File: config.mk
export PLATFORM = sky130hd
export DESIGN_NAME = rtc_fields_to_unix_time
export DESIGN_NICKNAME = d
export VERILOG_FILES = /design/src/rtl/core/rftu_pkg.sv /design/src/rtl/core/rtc_fields_to_unix_time.sv /design/src/rtl/core/rftu_decode.sv /design/src/rtl/core/rftu_mac.sv /design/src/rtl/core/rftu_seq.sv
export SDC_FILE = /design/constraint.sdc
export NUM_CORES = 1
export LEC_CHECK = 0
export ABC_AREA = 1
export BUFFER_PORTS_ARGS = -buffer_cell sky130_fd_sc_hd__buf_2
export CAP_MARGIN = 20
export CORE_MARGIN = 3
export CORE_UTILIZATION = 55
export CTS_CLUSTER_DIAMETER = 200
export CTS_CLUSTER_SIZE = 25
export DETAILED_ROUTE_END_ITERATION = 10
export HOLD_SLACK_MARGIN = 0.1
export PLACE_DENSITY = 0.74
export SETUP_SLACK_MARGIN = 0.3
export SYNTH_ARGS = -nofsm -noshare
export SYNTH_HDL_FRONTEND = slang
export SYNTH_SLANG_ARGS = --single-unit
File: constraint.sdc
create_clock -name clk -period 8.4 [get_ports clk]
set_input_delay 1.68 -clock clk [delete_from_list [all_inputs] [get_ports clk]]
set_output_delay 1.68 -clock clk [all_outputs]
set_load 0.1 [all_outputs]
File: src/rtl/core/rftu_pkg.sv
// Shared types, constants and calendar functions of the RTC to Unix time converter.
package rftu_pkg;

  localparam int IN_DATA_W  = 56;
  localparam int OUT_DATA_W = 104;
  localparam int SECS_W     = 38;
  localparam int ACC_W      = 64;
  localparam int MULT_W     = 30;

  localparam logic        REG_HOUR_24_MODE = 1'b0;
  localparam logic        REG_BINARY_MODE  = 1'b1;

  localparam logic [7:0]  PM_FLAG_MASK     = 8'h7F;
  localparam logic [14:0] EPOCH_YEAR       = 15'd1970;
  localparam logic [6:0]  EPOCH_CENTURY    = 7'd19;
  localparam logic [6:0]  EPOCH_YEAR_IN_C  = 7'd70;
  localparam logic [MULT_W-1:0] SECS_PER_DAY  = 30'd86400;
  localparam logic [MULT_W-1:0] SECS_PER_HOUR = 30'd3600;
  localparam logic [MULT_W-1:0] SECS_PER_MIN  = 30'd60;
  localparam logic [MULT_W-1:0] NANOS_PER_SEC = 30'd1000000000;

  typedef enum logic [2:0] {
    MAC_NOP,
    MAC_CLR,
    MAC_LOAD,
    MAC_LOADC,
    MAC_STEP,
    MAC_ADD
  } mac_op_t;

  typedef struct packed {
    mac_op_t           op;
    logic [ACC_W-1:0]  a;
    logic [MULT_W-1:0] b;
  } mac_cmd_t;

  typedef struct packed {
    logic [6:0] cen;
    logic [6:0] yr;
    logic [3:0] mon;
    logic [4:0] day;
    logic [4:0] hr;
    logic [5:0] min;
    logic [5:0] sec;
    logic       leap;
    logic       bad;
  } dec_t;

  typedef struct packed {
    logic              done;
    logic              err;
    logic [SECS_W-1:0] secs;
    logic [ACC_W-1:0]  nanos;
  } res_t;

  function automatic logic [7:0] bcd_decode(input logic [7:0] b);
    return {1'b0, b[7:4], 3'b000} + {3'b000, b[7:4], 1'b0} + {4'b0000, b[3:0]};
  endfunction

  function automatic logic leap_of(input logic [6:0] cen, input logic [6:0] yr);
    if (yr == 7'd0) begin
      return cen[1:0] == 2'b00;
    end
    return yr[1:0] == 2'b00;
  endfunction

  function automatic logic [4:0] month_len(input logic [3:0] m);
    case (m)
      4'd2:    return 5'd28;
      4'd4:    return 5'd30;
      4'd6:    return 5'd30;
      4'd9:    return 5'd30;
      4'd11:   return 5'd30;
      default: return 5'd31;
    endcase
  endfunction

  function automatic logic [8:0] days_before(input logic [3:0] m);
    case (m)
      4'd2:    return 9'd31;
      4'd3:    return 9'd59;
      4'd4:    return 9'd90;
      4'd5:    return 9'd120;
      4'd6:    return 9'd151;
      4'd7:    return 9'd181;
      4'd8:    return 9'd212;
      4'd9:    return 9'd243;
      4'd10:   return 9'd273;
      4'd11:   return 9'd304;
      4'd12:   return 9'd334;
      default: return 9'd0;
    endcase
  endfunction

endpackage

File: src/rtl/core/rtc_fields_to_unix_time.sv
// Top level of the converter from raw real-time-clock fields to Unix seconds and nanoseconds.
//
//   Channel  Direction  Contents
//   in_*     slave      tdata: raw century, year, month, day, hour, minute, second
//   out_*    master     tdata: unix seconds, unix nanoseconds; tuser: date error
//   cfg_*    write      index 0 hour_24_mode, index 1 binary_mode
//
// The run time of a valid date is set by the year walk and the shift-and-add products
// on the one shared accumulator; an invalid one goes from the check straight to done.
// One transaction is in work at a time; in_tready is high while the sequencer is idle.
// A finished result waits in the output register, and the sequencer holds it back
// while that register is full. Reset is synchronous and active low.
module rtc_fields_to_unix_time import rftu_pkg::*; (
  input  logic                  clk,
  input  logic                  rst_n,
  input  logic                  in_tvalid,
  output logic                  in_tready,
  // raw_century, raw_year, raw_month, raw_day, raw_hour, raw_minute, raw_second
  input  logic [IN_DATA_W-1:0]  in_tdata,
  output logic                  out_tvalid,
  input  logic                  out_tready,
  // unix_seconds, unix_nanoseconds, two zero bits
  output logic [OUT_DATA_W-1:0] out_tdata,
  // date_error
  output logic [0:0]            out_tuser,
  input  logic                  cfg_we,
  input  logic                  cfg_index,
  input  logic                  cfg_wdata
);

  logic                  hour_24_mode_r;
  logic                  binary_mode_r;
  logic                  out_valid_r;
  logic [OUT_DATA_W-1:0] out_data_r;
  logic                  out_err_r;
  logic                  accept;
  logic                  out_free;
  logic                  idle;
  logic [ACC_W-1:0]      acc;
  logic                  k_zero;
  dec_t                  dec;
  mac_cmd_t              cmd;
  res_t                  res;

  assign in_tready = idle;
  assign accept    = in_tvalid && idle;
  assign out_free  = !out_valid_r || out_tready;

  rftu_decode u_decode (
    .clk          (clk),
    .load         (accept),
    .hour_24_mode (hour_24_mode_r),
    .binary_mode  (binary_mode_r),
    .raw          (in_tdata),
    .dec          (dec)
  );

  rftu_seq u_seq (
    .clk      (clk),
    .rst_n    (rst_n),
    .start    (accept),
    .out_free (out_free),
    .dec      (dec),
    .acc      (acc),
    .k_zero   (k_zero),
    .cmd      (cmd),
    .idle     (idle),
    .res      (res)
  );

  rftu_mac u_mac (
    .clk    (clk),
    .cmd    (cmd),
    .acc    (acc),
    .k_zero (k_zero)
  );

  always_ff @(posedge clk) begin
    if (!rst_n) begin
      hour_24_mode_r <= 1'b1;
      binary_mode_r  <= 1'b0;
      out_valid_r    <= 1'b0;
    end else begin
      if (cfg_we && cfg_index == REG_HOUR_24_MODE) begin
        hour_24_mode_r <= cfg_wdata;
      end
      if (cfg_we && cfg_index == REG_BINARY_MODE) begin
        binary_mode_r <= cfg_wdata;
      end
      if (res.done) begin
        out_valid_r <= 1'b1;
      end else if (out_tready) begin
        out_valid_r <= 1'b0;
      end
    end
    if (res.done) begin
      out_data_r <= {2'b00, res.nanos, res.secs};
      out_err_r  <= res.err;
    end
  end

  assign out_tvalid   = out_valid_r;
  assign out_tdata    = out_data_r;
  assign out_tuser[0] = out_err_r;

endmodule

File: src/rtl/core/rftu_decode.sv
// Field decoder and range checker that registers one decoded date snapshot.
module rftu_decode import rftu_pkg::*; (
  input  logic                 clk,
  input  logic                 load,
  input  logic                 hour_24_mode,
  input  logic                 binary_mode,
  input  logic [IN_DATA_W-1:0] raw,
  output dec_t                 dec
);

  dec_t        dec_r;
  dec_t        dec_nxt;
  logic [7:0]  cen_v;
  logic [7:0]  yr_v;
  logic [7:0]  mon_v;
  logic [7:0]  day_v;
  logic [7:0]  hr_in;
  logic [7:0]  hr_v;
  logic [7:0]  min_v;
  logic [7:0]  sec_v;
  logic        pm;
  logic        leap;
  logic        bad;
  logic [14:0] year;
  logic [5:0]  mlen;
  logic [4:0]  hr24;

  always_comb begin
    pm    = !hour_24_mode && raw[39];
    hr_in = hour_24_mode ? raw[39:32] : (raw[39:32] & PM_FLAG_MASK);
    cen_v = binary_mode ? raw[7:0]   : bcd_decode(raw[7:0]);
    yr_v  = binary_mode ? raw[15:8]  : bcd_decode(raw[15:8]);
    mon_v = binary_mode ? raw[23:16] : bcd_decode(raw[23:16]);
    day_v = binary_mode ? raw[31:24] : bcd_decode(raw[31:24]);
    hr_v  = binary_mode ? hr_in      : bcd_decode(hr_in);
    min_v = binary_mode ? raw[47:40] : bcd_decode(raw[47:40]);
    sec_v = binary_mode ? raw[55:48] : bcd_decode(raw[55:48]);

    bad  = 1'b0;
    hr24 = hr_v[4:0];
    if (hour_24_mode) begin
      if (hr_v > 8'd23) begin
        bad = 1'b1;
      end
    end else begin
      if (hr_v < 8'd1 || hr_v > 8'd12) begin
        bad = 1'b1;
      end else if (hr_v == 8'd12) begin
        hr24 = pm ? 5'd12 : 5'd0;
      end else if (pm) begin
        hr24 = hr_v[4:0] + 5'd12;
      end
    end
    if (cen_v > 8'd99 || yr_v > 8'd99 || min_v > 8'd59 || sec_v > 8'd59) begin
      bad = 1'b1;
    end
    year = 15'({cen_v, 6'b0} + {1'b0, cen_v, 5'b0} + {4'b0, cen_v, 2'b0}) + {7'b0, yr_v};
    if (year < EPOCH_YEAR) begin
      bad = 1'b1;
    end
    leap = leap_of(cen_v[6:0], yr_v[6:0]);
    mlen = {1'b0, month_len(mon_v[3:0])};
    if (mon_v == 8'd2 && leap) begin
      mlen = mlen + 6'd1;
    end
    if (mon_v < 8'd1 || mon_v > 8'd12) begin
      bad = 1'b1;
    end else if (day_v < 8'd1 || day_v > {2'b00, mlen}) begin
      bad = 1'b1;
    end

    dec_nxt.cen  = cen_v[6:0];
    dec_nxt.yr   = yr_v[6:0];
    dec_nxt.mon  = mon_v[3:0];
    dec_nxt.day  = day_v[4:0];
    dec_nxt.hr   = hr24;
    dec_nxt.min  = min_v[5:0];
    dec_nxt.sec  = sec_v[5:0];
    dec_nxt.leap = leap;
    dec_nxt.bad  = bad;
  end

  always_ff @(posedge clk) begin
    if (load) begin
      dec_r <= dec_nxt;
    end
  end

  assign dec = dec_r;

endmodule

File: src/rtl/core/rftu_mac.sv
// Shared accumulator with one adder, used for day counting and shift-and-add products.
module rftu_mac import rftu_pkg::*; (
  input  logic             clk,
  input  mac_cmd_t         cmd,
  output logic [ACC_W-1:0] acc,
  output logic             k_zero
);

  logic [ACC_W-1:0]  acc_r;
  logic [ACC_W-1:0]  acc_nxt;
  logic [ACC_W-1:0]  m_r;
  logic [ACC_W-1:0]  m_nxt;
  logic [MULT_W-1:0] k_r;
  logic [MULT_W-1:0] k_nxt;
  logic [ACC_W-1:0]  addend;
  logic [ACC_W-1:0]  sum;

  always_comb begin
    addend  = (cmd.op == MAC_ADD) ? cmd.a : (k_r[0] ? m_r : '0);
    sum     = acc_r + addend;
    acc_nxt = acc_r;
    m_nxt   = m_r;
    k_nxt   = k_r;
    case (cmd.op)
      MAC_CLR: begin
        acc_nxt = '0;
      end
      MAC_LOAD: begin
        m_nxt = cmd.a;
        k_nxt = cmd.b;
      end
      MAC_LOADC: begin
        m_nxt   = cmd.a;
        k_nxt   = cmd.b;
        acc_nxt = '0;
      end
      MAC_STEP: begin
        acc_nxt = sum;
        m_nxt   = {m_r[ACC_W-2:0], 1'b0};
        k_nxt   = {1'b0, k_r[MULT_W-1:1]};
      end
      MAC_ADD: begin
        acc_nxt = sum;
      end
      default: begin
        acc_nxt = acc_r;
      end
    endcase
  end

  always_ff @(posedge clk) begin
    acc_r <= acc_nxt;
    m_r   <= m_nxt;
    k_r   <= k_nxt;
  end

  assign acc    = acc_r;
  assign k_zero = (k_r == '0);

endmodule

File: src/rtl/core/rftu_seq.sv
// Sequencer that walks the years since the epoch and drives the shared accumulator.
module rftu_seq import rftu_pkg::*; (
  input  logic             clk,
  input  logic             rst_n,
  input  logic             start,
  input  logic             out_free,
  input  dec_t             dec,
  input  logic [ACC_W-1:0] acc,
  input  logic             k_zero,
  output mac_cmd_t         cmd,
  output logic             idle,
  output res_t             res
);

  typedef enum logic [10:0] {
    S_IDLE    = 11'b00000000001,
    S_CHECK   = 11'b00000000010,
    S_YEARS   = 11'b00000000100,
    S_MONTH   = 11'b00000001000,
    S_LD_DAY  = 11'b00000010000,
    S_MUL_DAY = 11'b00000100000,
    S_MUL_HR  = 11'b00001000000,
    S_MUL_MIN = 11'b00010000000,
    S_SECS    = 11'b00100000000,
    S_MUL_NS  = 11'b01000000000,
    S_DONE    = 11'b10000000000
  } state_t;

  state_t            state_r;
  state_t            state_nxt;
  logic [6:0]        cc_r;
  logic [6:0]        cc_nxt;
  logic [6:0]        cy_r;
  logic [6:0]        cy_nxt;
  logic              err_r;
  logic              err_nxt;
  logic [SECS_W-1:0] secs_r;
  logic [SECS_W-1:0] secs_nxt;
  logic [9:0]        month_add;

  always_comb begin
    state_nxt = state_r;
    cc_nxt    = cc_r;
    cy_nxt    = cy_r;
    err_nxt   = err_r;
    secs_nxt  = secs_r;
    cmd.op    = MAC_NOP;
    cmd.a     = '0;
    cmd.b     = '0;
    month_add = {1'b0, days_before(dec.mon)} + {9'b0, (dec.mon > 4'd2) && dec.leap}
              + {5'b0, dec.day} - 10'd1;
    res.done  = 1'b0;
    res.err   = err_r;
    res.secs  = err_r ? '0 : secs_r;
    res.nanos = err_r ? '0 : acc;
    case (state_r)
      S_IDLE: begin
        if (start) begin
          state_nxt = S_CHECK;
        end
      end
      S_CHECK: begin
        err_nxt = dec.bad;
        cc_nxt  = EPOCH_CENTURY;
        cy_nxt  = EPOCH_YEAR_IN_C;
        cmd.op  = MAC_CLR;
        state_nxt = dec.bad ? S_DONE : S_YEARS;
      end
      S_YEARS: begin
        if (cc_r == dec.cen && cy_r == dec.yr) begin
          state_nxt = S_MONTH;
        end else begin
          cmd.op = MAC_ADD;
          cmd.a  = ACC_W'(10'd365 + {9'b0, leap_of(cc_r, cy_r)});
          if (cy_r == 7'd99) begin
            cy_nxt = 7'd0;
            cc_nxt = cc_r + 7'd1;
          end else begin
            cy_nxt = cy_r + 7'd1;
          end
        end
      end
      S_MONTH: begin
        cmd.op    = MAC_ADD;
        cmd.a     = ACC_W'(month_add);
        state_nxt = S_LD_DAY;
      end
      S_LD_DAY: begin
        cmd.op    = MAC_LOADC;
        cmd.a     = acc;
        cmd.b     = SECS_PER_DAY;
        state_nxt = S_MUL_DAY;
      end
      S_MUL_DAY: begin
        if (k_zero) begin
          cmd.op    = MAC_LOAD;
          cmd.a     = ACC_W'(dec.hr);
          cmd.b     = SECS_PER_HOUR;
          state_nxt = S_MUL_HR;
        end else begin
          cmd.op = MAC_STEP;
        end
      end
      S_MUL_HR: begin
        if (k_zero) begin
          cmd.op    = MAC_LOAD;
          cmd.a     = ACC_W'(dec.min);
          cmd.b     = SECS_PER_MIN;
          state_nxt = S_MUL_MIN;
        end else begin
          cmd.op = MAC_STEP;
        end
      end
      S_MUL_MIN: begin
        if (k_zero) begin
          cmd.op    = MAC_ADD;
          cmd.a     = ACC_W'(dec.sec);
          state_nxt = S_SECS;
        end else begin
          cmd.op = MAC_STEP;
        end
      end
      S_SECS: begin
        secs_nxt  = acc[SECS_W-1:0];
        cmd.op    = MAC_LOADC;
        cmd.a     = acc;
        cmd.b     = NANOS_PER_SEC;
        state_nxt = S_MUL_NS;
      end
      S_MUL_NS: begin
        if (k_zero) begin
          state_nxt = S_DONE;
        end else begin
          cmd.op = MAC_STEP;
        end
      end
      S_DONE: begin
        if (out_free) begin
          res.done  = 1'b1;
          state_nxt = S_IDLE;
        end
      end
      default: begin
        state_nxt = S_IDLE;
      end
    endcase
  end

  always_ff @(posedge clk) begin
    if (!rst_n) begin
      state_r <= S_IDLE;
    end else begin
      state_r <= state_nxt;
    end
    cc_r   <= cc_nxt;
    cy_r   <= cy_nxt;
    err_r  <= err_nxt;
    secs_r <= secs_nxt;
  end

  assign idle = (state_r == S_IDLE);

endmodule

==> impl_metrics.py, run 1 <==
metrics = {
    "outcome": {
        "status": "finished, final reports clean",
    },
    "worst_setup_path": {
        "critical_path_class": "in2reg",
        "setup.worst_path.end": "u_decode.dec[0]$_SDFFCE_PP1P_",
        "end_kind": "register",
        "crit_path_max_fanout": 6,
        "rr_startpoint": "u_mac.k_r[0]$_SDFFCE_PN0P_",
        "worstPathRequired_ps": 8700,
        "rr_endpoint": "u_mac.acc[49]$_SDFFCE_PN0P_",
        "critPathLaunch": "in_tdata[3]",
        "critPathLaunchType": "primary input",
        "ff2ff_path_depth": 19,
        "reg2reg_slack_ps": 2850,
        "cp.arrival_ps": 6350,
    },
    "flow_run": {
        "cap_viol_max_count": 0,
    },
    "global_route": {
        "grt_remaining_overflow": 0,
        "grt_util_all_layers_pct": 26.20,
        "grt_pass1_vias": 19510,
        "antenna_found_initial": 0,
        "grt_max_degree": 104,
        "grt_first_pass_wirelength_um": 99980,
    },
    "synthesis": {
        "synthArstFlopShare_pct": 0,
        "ys_seq_elements": 379,
        "synth_area_mm2": 0.02431,
        "synth_cell_type_count": 53,
        "synth_top_area_share_pct": 43.98,
        "syn_area_per_cell_um2": 8.377,
        "ys_seq_area_share_pct": 45.87,
        "netlist_instances": 2902,
        "synth_edf_count": 356,
        "synth_top_area_cell": "edfxtp_1",
        "ys_warn_count": 0,
        "netlist_top_cells_area": "edfxtp_1 44%, ha_1 9.0%, nand2_1 8.6%, inv_1 8.1%, nor2_1 6.3%",
        "synthFlopType": "edfxtp_1",
    },
    "floorplan": {
        "die_area_mm2": 0.04676,
        "num_rows": 76,
        "io_pins": 170,
        "die_h_um": 216.2,
        "coreArea_mm2": 0.04336,
        "initial_utilization_pct": 56.06,
        "die_w_um": 216.2,
    },
    "cts": {
        "numCtsBuffers": 19,
        "cts_buffer_depth": 3,
        "cts_resized": 0,
        "cts_hold_buffers": 0,
        "cts-root-buf": "clkbuf_16",
        "clkTransAtPathRegs_ps": 100,
        "clock-sinks": 379,
        "h-tree-depth": 1,
        "clkLatencyLatePin_ps": 560,
        "cts_tree": "built",
        "cts_setup_buffers": 0,
    },
    "timing": {
        "timing.fmax_mhz": 165.4,
        "rsz0062_at_grt": "no",
        "finalHoldViolCount": 0,
        "tns_ps": 0,
        "worstMarginPinSlew_ps": 1025,
        "slew_headroom_pct": 31.65,
        "clock_skew_ps": 37.31,
        "fin_crit_sh_pct": 71.97,
        "fin_crit_ps": 6045,
        "drv_slew": 0,
        "setup_viol": 0,
    },
    "routing": {
        "wirelength_um": 61460,
        "num_vias": 19600,
        "ant_nets": 0,
        "wl_per_cell_um": 16.87,
        "drtPass1Iterations": 5,
        "first_iter_violations": 1377,
        "drc": 0,
        "vias_per_cell": 5.380,
    },
    "pwr": {
        "vdd_ir_drop_max_mv": 0.1923,
        "power-per-cell-area_mw_per_mm2": 248.2,
        "p_total_mw": 6.513,
        "power_leakage_nw": 11.84,
    },
    "cells_and_area": {
        "antennaDiodeCount": 0,
        "area_growth_pct": 7.957,
        "drive_gt1_share_pct": 10.04,
        "finalNetCount": 3308,
    },
    "min_path": {
        "hp-class": "reg2reg",
    },
    "placement": {
        "io_buffer_count": 167,
        "gp_congestion": 0.9501,
        "dp_hpwl_um": 48100,
    },
}
## state kept, by name, indices dropped and copies added (netlist names), named ones only
name / flops
binary_mode_r: 1
hour_24_mode_r: 1
out_tdata: 102
out_tuser: 1
out_tvalid: 1
u_decode.dec: 42
u_mac.acc: 64
u_mac.k_r: 30
u_mac.m_r: 64
u_seq.cc_r: 7
u_seq.cy_r: 7
u_seq.err_r: 1
u_seq.secs_r: 38
u_seq.state_r: 11
## cell type report
type / count / area, um^2
Fill cell: 3902 / 17120
Sequential cell: 379 / 11150
Multi-Input combinational cell: 1927 / 10830
Inverter: 540 / 2027
Timing Repair Buffer: 179 / 945.9
Tap cell: 585 / 732.0
Clock buffer: 32 / 524.3
Clock inverter: 2 / 38.79
## cells in the final DEF (no fill, tap or decap), types with 7 or more instances in the layout
cell type and instances:
nand2_1 559, inv_1 521, nor2_1 406, edfxtp_1 356, ha_1 175, buf_2 167
a21oi_1 164, o21ai_0 147, nand3_1 103, o22ai_1 59, nor3_1 54, nor3_2 32
o21ai_1 29, fa_1 24, dfxtp_1 23, inv_2 19, clkbuf_16 19, xor2_1 17
nand4_1 15, clkbuf_1 13, o21ai_2 12, buf_4 11, or2_2 10, a21oi_2 10
nand2_2 9, a21boi_0 9, xnor2_1 8, o211ai_1 8, o21bai_1 8, a21o_1 7
## worst max-delay path: stages
cell     delay [ps]
buf_2            90
inv_1            50
fa_1            520
inv_1            70
fa_1            470
nand2_1          80
inv_1            50
or2_2           270
a21oi_1         160
nand2_1          80
a31oi_1         560
fa_1            520
ha_1            310
ha_1            360
nand2_1         110
inv_1            60
a21oi_1         180
nand2_1          80
xor2_1          140
nor2_1           90
nand2_1          50
o21ai_0         250
nand3_1         110
## Yosys cell counts, types with 8 or more instances
master	n
a21oi_2	10
or2_2	10
nand3_1	104
nand2_1	559
o21bai_1	8
nand4_1	15
inv_1	522
xor2_1	17
a21o_1	8
a21oi_1	164
clkbuf_1	24
nand2_2	9
a21boi_0	9
inv_2	18
o211ai_1	8
edfxtp_1	356
nor3_2	32
o21ai_1	29
o21ai_0	147
buf_6	8
nor3_1	54
o22ai_1	59
nor2_1	407
dfxtp_1	23
buf_2	19
fa_1	24
o21ai_2	12
xnor2_1	8
ha_1	175
## per-stage QoR
stage          hold WS (ps)  setup slack, ps  area [um^2]  utilization (%)  cells
4_1_cts               501.3             2373        26220            60.46   3643
5_1_grt               517.2             1976        26240            60.52   3644
2_1_floorplan         451.1             1824        24320                -   2906
6_report              500.9             2355        26240            60.52   3644
3_5_place_dp          473.5             1794        25650            59.16   3609
3_3_place_gp          472.4             1818        25650            59.16   3609
## cell families (layout without fill, tap and decap cells)
logic type               after synthesis  after routing  synth area share, %
XOR/XNOR                              25             25               0.9007
AND/OR/NAND/NOR                     1221           1221                21.46
flip-flops                           379            379                45.87
other                                  2              6              0.03089
buffers and inverters                600            753                9.748
adder cells (fa/ha/maj)              199            199                10.98
AO/OA/AOI/OAI                        476            476                11.01
## how the worst min path moves through the flow
| stage | startpoint | endpoint | slack [ps] | cells after the start |
|---|---|---|---|---|
| finish | u_mac.acc[37]$_SDFFCE_PN0P_ | u_seq.secs_r[37]$_DFFE_PP_ | 500 | 0 |
| global route | u_mac.acc[37]$_SDFFCE_PN0P_ | u_seq.secs_r[37]$_DFFE_PP_ | 520 | 0 |
| CTS | u_mac.acc[37]$_SDFFCE_PN0P_ | u_seq.secs_r[37]$_DFFE_PP_ | 500 | 0 |
| detailed placement | u_mac.acc[25]$_SDFFCE_PN0P_ | u_seq.secs_r[25]$_DFFE_PP_ | 470 | 0 |
| global placement | u_mac.acc[25]$_SDFFCE_PN0P_ | u_seq.secs_r[25]$_DFFE_PP_ | 470 | 0 |
| floorplan | u_decode.dec[0]$_SDFFCE_PP1P_ | u_seq.err_r$_DFFE_PP_ | 450 | 0 |
## routing by layer
layer	wire [um]	up-vias	track usage (%)	share of wire, %
li1	-	9792	-	-
met1	26290	9142	34.01	43
met2	29930	578	46.20	49
met3	3425	92	3.169	5.6
met4	1821	0	7.901	3.0
met5	0	-	0	0
## power breakdown
| group | internal (mW) | total [mW] | switching, mW | leakage [nW] |
|---|---|---|---|---|
| sequential | 2.45 | 2.58 | 0.124 | 3.45 |
| clock | 0.441 | 1.03 | 0.592 | 0.265 |
| combinational | 0.850 | 2.90 | 2.05 | 8.13 |
No activity file was read; power rests on OpenSTA's default activity.
==> inputs of run 2 (changes only) <==
--- a/config.mk
+++ b/config.mk
@@ -14,7 +14,7 @@
 export CTS_CLUSTER_SIZE = 25
 export DETAILED_ROUTE_END_ITERATION = 10
 export HOLD_SLACK_MARGIN = 0.1
-export PLACE_DENSITY = 0.74
+export PLACE_DENSITY = 0.77
 export SETUP_SLACK_MARGIN = 0.3
 export SYNTH_ARGS = -nofsm -noshare
 export SYNTH_HDL_FRONTEND = slang
==> constraint.sdc (replaced) <==
create_clock -name clk -period 5.47 [get_ports clk]
set_input_delay 1.094 -clock clk [delete_from_list [all_inputs] [get_ports clk]]
set_output_delay 1.094 -clock clk [all_outputs]
set_load 0.1 [all_outputs]
==> impl_metrics.py, run 2 (synthesis gave the netlist of run 1 again) <==
metrics = {
    "pwr": {
        "intPower_mw": 5.868,
        "vdd_ir_drop_max_mv": 0.2905,
        "power_leakage_nw": 12.00,
        "power-per-cell-area_mw_per_mm2": 384.1,
        "pwr-share-seq_pct": 38.9,
        "pwr-share-clk_pct": 15.7,
        "p_comb_share_pct": 45.4,
        "p_sw_mw": 4.313,
        "p_sw_share_pct": 42.36,
    },
    "timing": {
        "clock_skew_ps": 56.89,
        "setup_viol": 0,
        "tns_ps": 0,
        "drv_slew": 0,
        "timing.fmax_mhz": 200.4,
        "finalHoldViolCount": 0,
        "slew_headroom_pct": 41.62,
        "rsz0062_at_grt": "yes",
        "fin_crit_sh_pct": 91.25,
        "worstMarginPinSlew_ps": 874.4,
        "fin_crit_ps": 4991,
    },
    "cts": {
        "cts_hold_buffers": 0,
        "clkTransAtPathRegs_ps": 100,
        "cts-root-buf": "clkbuf_16",
        "numCtsBuffers": 19,
        "clock-sinks": 379,
        "clkLatencyLatePin_ps": 570,
        "cts_tree": "built",
        "cts_buffer_depth": 3,
        "h-tree-depth": 1,
    },
    "worst_setup_path": {
        "critical-path-top-delay-family": "adder cells",
        "cp.buffers_inverters": 3,
        "max_stage_delay_ps": 530,
        "critical_path_class": "in2reg",
        "crit_path_top_delay_cell": "fa_1",
        "cp.arrival_ps": 5270,
        "worstPathRequired_ps": 5750,
        "crit_path_cell_trace": "buf_2 -> fa_1 -> fa_1 -> nand2_1 -> a21oi_1 -> nor2_1 -> nand2_1 -> nand3_1 -> nand2_1 -> inv_1 -> fa_1 -> fa_1 -> inv_1 -> ha_1 -> nand2_1 -> nand2_1 -> a21oi_1 -> nand2_1 -> xor2_1 -> nor2_1 -> nand2_1 -> o21ai_0 -> nand3_1",
        "crit_path_max_fanout": 4,
        "crit_path_frequent_cell": "nand2_1",
        "end_kind": "register",
        "critPathLaunchType": "primary input",
    },
    "cells_and_area": {
        "largest_reg_flops": 102,
        "area_growth_pct": 9.023,
        "layout.cells.non_filler": 3677,
        "drive_gt1_share_pct": 11.19,
        "layout_common_cells": "558 x nand2_1, 521 x inv_1, 405 x nor2_1",
        "antennaDiodeCount": 0,
        "final_common_cell": "nand2_1",
        "num-fill-cells": 3856,
        "finalNetCount": 3341,
    },
    "global_route": {
        "grt_pass1_vias": 19360,
        "antenna_found_initial": 1,
        "grt_first_pass_wirelength_um": 98090,
        "grt_util_all_layers_pct": 25.70,
        "grt_remaining_overflow": 0,
        "grt_max_degree": 69,
    },
    "placement": {
        "dp_hpwl_um": 48090,
        "io_buffer_count": 167,
        "place_inst": 3643,
        "gp_congestion": 0.9706,
    },
    "routing": {
        "first_iter_violations": 1487,
        "wl_per_cell_um": 16.60,
        "num_vias": 19700,
        "vias_per_cell": 5.358,
        "wirelength_um": 61040,
        "drtPass1Iterations": 6,
        "ant_nets": 0,
        "drc": 0,
    },
    "floorplan": {
        "coreArea_mm2": 0.04336,
        "initial_utilization_pct": 56.06,
        "die_h_um": 216.2,
        "die_area_mm2": 0.04676,
        "io_pins": 170,
        "die_w_um": 216.2,
        "num_rows": 76,
    },
    "outcome": {
        "status": "finished, final reports clean",
    },
    "flow_run": {
        "cap_viol_max_count": 0,
    },
    "min_path": {
        "hp-class": "reg2reg",
    },
}
==> run 2: changes by cell type in the layout (fill, tap and decap cells not counted), sizes merged <==
cell  before  now
buf      179  212
==> run 2: final cells by class <==
| type | instances | area [um^2] | area share (%) |
|---|---|---|---|
| clock buffer | 32 | 524.3 | 1.978 |
| clock inverter | 2 | 38.79 | 0.1464 |
| sequential | 379 | 11150 | 42.07 |
| timing repair buffer | 212 | 1174 | 4.428 |
| multi-input combinational | 1927 | 10860 | 40.96 |
| inverter | 540 | 2027 | 7.648 |
| tap | 585 | 732.0 | 2.762 |
==> run 2: timing repair <==
item	CTS	global route
buffers inserted	0	0
resized for setup	0	5
setup endpoints to repair	0	5
==> run 2: power groups by stage <==
stage / registers [mW] / logic [mW] / clock network, mW
finish: 3.96 / 4.62 / 1.60
global route: 4.01 / 5.19 / 1.74
floorplan: 4.25 / 3.08 / 0
detailed placement: 4.03 / 4.59 / 0
global placement: 4.01 / 4.48 / 0
CTS: 3.96 / 4.62 / 1.63
==> run 2: worst paths after layout <==
kind                                             startpoint                             to  slack [ps]  cells after the start
worst min-delay path            u_mac.acc[16]$_SDFFCE_PN0P_     u_seq.secs_r[16]$_DFFE_PP_         500                      0
worst max-delay path                           in_tdata[11]  u_decode.dec[0]$_SDFFCE_PP1P_         480                     23
worst max register to register   u_decode.dec[19]$_DFFE_PP_    u_mac.acc[63]$_SDFFCE_PN0P_         640                     24
worst min register to register  u_mac.acc[16]$_SDFFCE_PN0P_     u_seq.secs_r[16]$_DFFE_PP_         500                      0
==> run 2: per-stage QoR <==
stage                     power, mW  util [%]  worst slack [ps]  area, um^2  hold slack, ps
after floorplan               7.336         -             311.2       24340           451.1
after global placement        8.494     59.78            -139.0       25920           474.0
after detailed placement      8.615     59.78            -128.9       25920           479.7
after CTS                     10.20     61.08             427.8       26490           502.9
after global routing          10.94     61.12             202.1       26500           518.9
final                         10.18     61.12             478.9       26500           503.5
==> run 2: metal layers <==
metal	GRT usage (%)	vias to the layer above	share of wire (%)
met2	45.20	558	49
met1	33.31	9205	43
li1	-	9855	-
met3	3.561	80	5.5
met5	0	-	0.029
met4	7.463	2	3.0
==> inputs of run 3 (changes only) <==
--- a/config.mk
+++ b/config.mk
@@ -15,7 +15,9 @@
 export DETAILED_ROUTE_END_ITERATION = 10
 export HOLD_SLACK_MARGIN = 0.1
 export PLACE_DENSITY = 0.77
+export RECOVER_POWER = 25
 export SETUP_SLACK_MARGIN = 0.3
+export SKIP_CTS_REPAIR_TIMING = 1
 export SYNTH_ARGS = -nofsm -noshare
 export SYNTH_HDL_FRONTEND = slang
 export SYNTH_SLANG_ARGS = --single-unit
==> impl_metrics.py, run 3 (synthesis gave the netlist of run 1 again) <==
metrics = {
    "placement": {
        "dp_worst_setup_slack_ps": -128.9,
        "dp_hpwl_um": 48090,
        "gp_congestion": 0.9706,
        "place_inst": 3643,
        "io_buffer_count": 167,
    },
    "worst_setup_path": {
        "max_stage_delay_ps": 520,
        "crit_path_top_delay_cell": "fa_1",
        "cp.buffers_inverters": 5,
        "worstPathRequired_ps": 5750,
        "crit_path_cell_trace": "buf_2 -> inv_1 -> fa_1 -> inv_1 -> fa_1 -> nand2_1 -> inv_1 -> or2_2 -> a21oi_1 -> or2_2 -> a31oi_4 -> fa_1 -> ha_1 -> ha_1 -> nand2_1 -> inv_1 -> a21oi_1 -> nand2_1 -> xor2_1 -> nor2_1 -> nand2_1 -> o21ai_0 -> nand3_1",
        "cp.arrival_ps": 5270,
        "end_kind": "register",
        "critPathLaunchType": "primary input",
        "critical_path_class": "in2reg",
        "crit_path_max_fanout": 4,
        "critical-path-top-delay-family": "adder cells",
        "critPathLaunch": "in_tdata[3]",
        "rr_startpoint": "u_seq.state_r[4]$_SDFFE_PN0P_",
    },
    "cts": {
        "cts_buffer_depth": 3,
        "clkTransAtPathRegs_ps": 100,
        "clkLatencyLatePin_ps": 570,
        "numCtsBuffers": 19,
        "clock-sinks": 379,
        "cts-root-buf": "clkbuf_16",
        "cts_tree": "built",
        "h-tree-depth": 1,
    },
    "pwr": {
        "power-per-cell-area_mw_per_mm2": 384.5,
        "vdd_ir_drop_max_mv": 0.2902,
        "power_leakage_nw": 11.96,
    },
    "cells_and_area": {
        "fin_util_pct": 61.01,
        "drive_gt1_share_pct": 10.54,
        "final_common_cell": "nand2_1",
        "largest_reg_flops": 102,
        "area_growth_pct": 8.817,
        "antennaDiodeCount": 0,
        "layout.cells.non_filler": 3677,
        "finalNetCount": 3341,
        "layout_common_cells": "561 x nand2_1, 523 x inv_1, 406 x nor2_1",
    },
    "floorplan": {
        "die_area_mm2": 0.04676,
        "io_pins": 170,
        "num_rows": 76,
        "coreArea_mm2": 0.04336,
        "initial_utilization_pct": 56.06,
        "die_h_um": 216.2,
        "die_w_um": 216.2,
    },
    "global_route": {
        "grt_pass1_vias": 19360,
        "grt_max_degree": 69,
        "antenna_found_initial": 1,
        "grt_util_all_layers_pct": 25.70,
        "grt_remaining_overflow": 0,
        "grt_first_pass_wirelength_um": 98090,
    },
    "timing": {
        "timing.fmax_mhz": 200.6,
        "rsz0062_at_grt": "yes",
        "setup_viol": 0,
        "worstMarginPinSlew_ps": 3222,
        "clock_skew_ps": 56.05,
        "fin_crit_sh_pct": 91.16,
        "drv_slew": 146,
        "setup_slack_ps": 483.7,
        "fin_crit_ps": 4986,
        "slew_headroom_pct": -114.8,
        "finalHoldViolCount": 0,
        "tns_ps": 0,
        "whs_ps": 503.6,
    },
    "min_path": {
        "worstHoldStart": "u_mac.acc[16]$_SDFFCE_PN0P_",
        "hp-class": "reg2reg",
    },
    "outcome": {
        "status": "complete, but fails checks",
        "violations": "capacitance limit, slew limit",
    },
    "routing": {
        "drc": 0,
        "wirelength_um": 61100,
        "first_iter_violations": 1504,
        "wl_per_cell_um": 16.62,
        "vias_per_cell": 5.355,
        "drtPass1Iterations": 5,
        "num_vias": 19690,
        "ant_nets": 0,
    },
    "flow_run": {
        "cap_viol_max_count": 3,
    },
}
## run 3: worst paths after layout
kind / endpoint / slack, ps / cells past startpoint
max reg2reg: u_mac.acc[45]$_SDFFCE_PN0P_ / 530 / 25
min: u_seq.secs_r[16]$_DFFE_PP_ / 500 / 0
max: u_decode.dec[0]$_SDFFCE_PP1P_ / 480 / 23
min reg2reg: u_seq.secs_r[16]$_DFFE_PP_ / 500 / 0
## run 3: cell type report
| type | instances | area, um^2 |
|---|---|---|
| repair buffers | 212 | 1139 |
| clock buffers | 32 | 524.3 |
| well taps | 585 | 732.0 |
| flip-flops and latches | 379 | 11150 |
| inverters | 540 | 2027 |
| fillers | 3881 | 16910 |
| clock inverters | 2 | 38.79 |
| multi-input cells | 1927 | 10840 |
## run 3: power breakdown
part / switching (mW) / internal (mW) / leakage [nW]
logic: 3.19 / 1.42 / 8.25
clock network: 0.920 / 0.677 / 0.265
registers: 0.195 / 3.77 / 3.45
total: 4.31 / 5.86 / 12.0
## run 3: routing by layer
layer / GRT usage, % / vias to the layer above / share of wire [%]
met3: 3.561 / 80 / 5.5
met2: 45.20 / 554 / 49
met4: 7.463 / 2 / 3.0
li1: - / 9854 / -
met1: 33.31 / 9202 / 43
met5: 0 / - / 0.029
## run 3: through the flow
step / instance area, um^2 / power [mW]
2_1_floorplan: 24340 / 7.336
3_3_place_gp: 25920 / 8.494
3_5_place_dp: 25920 / 8.615
4_1_cts: 26490 / 10.20
5_1_grt: 26450 / 10.93
6_report: 26450 / 10.17
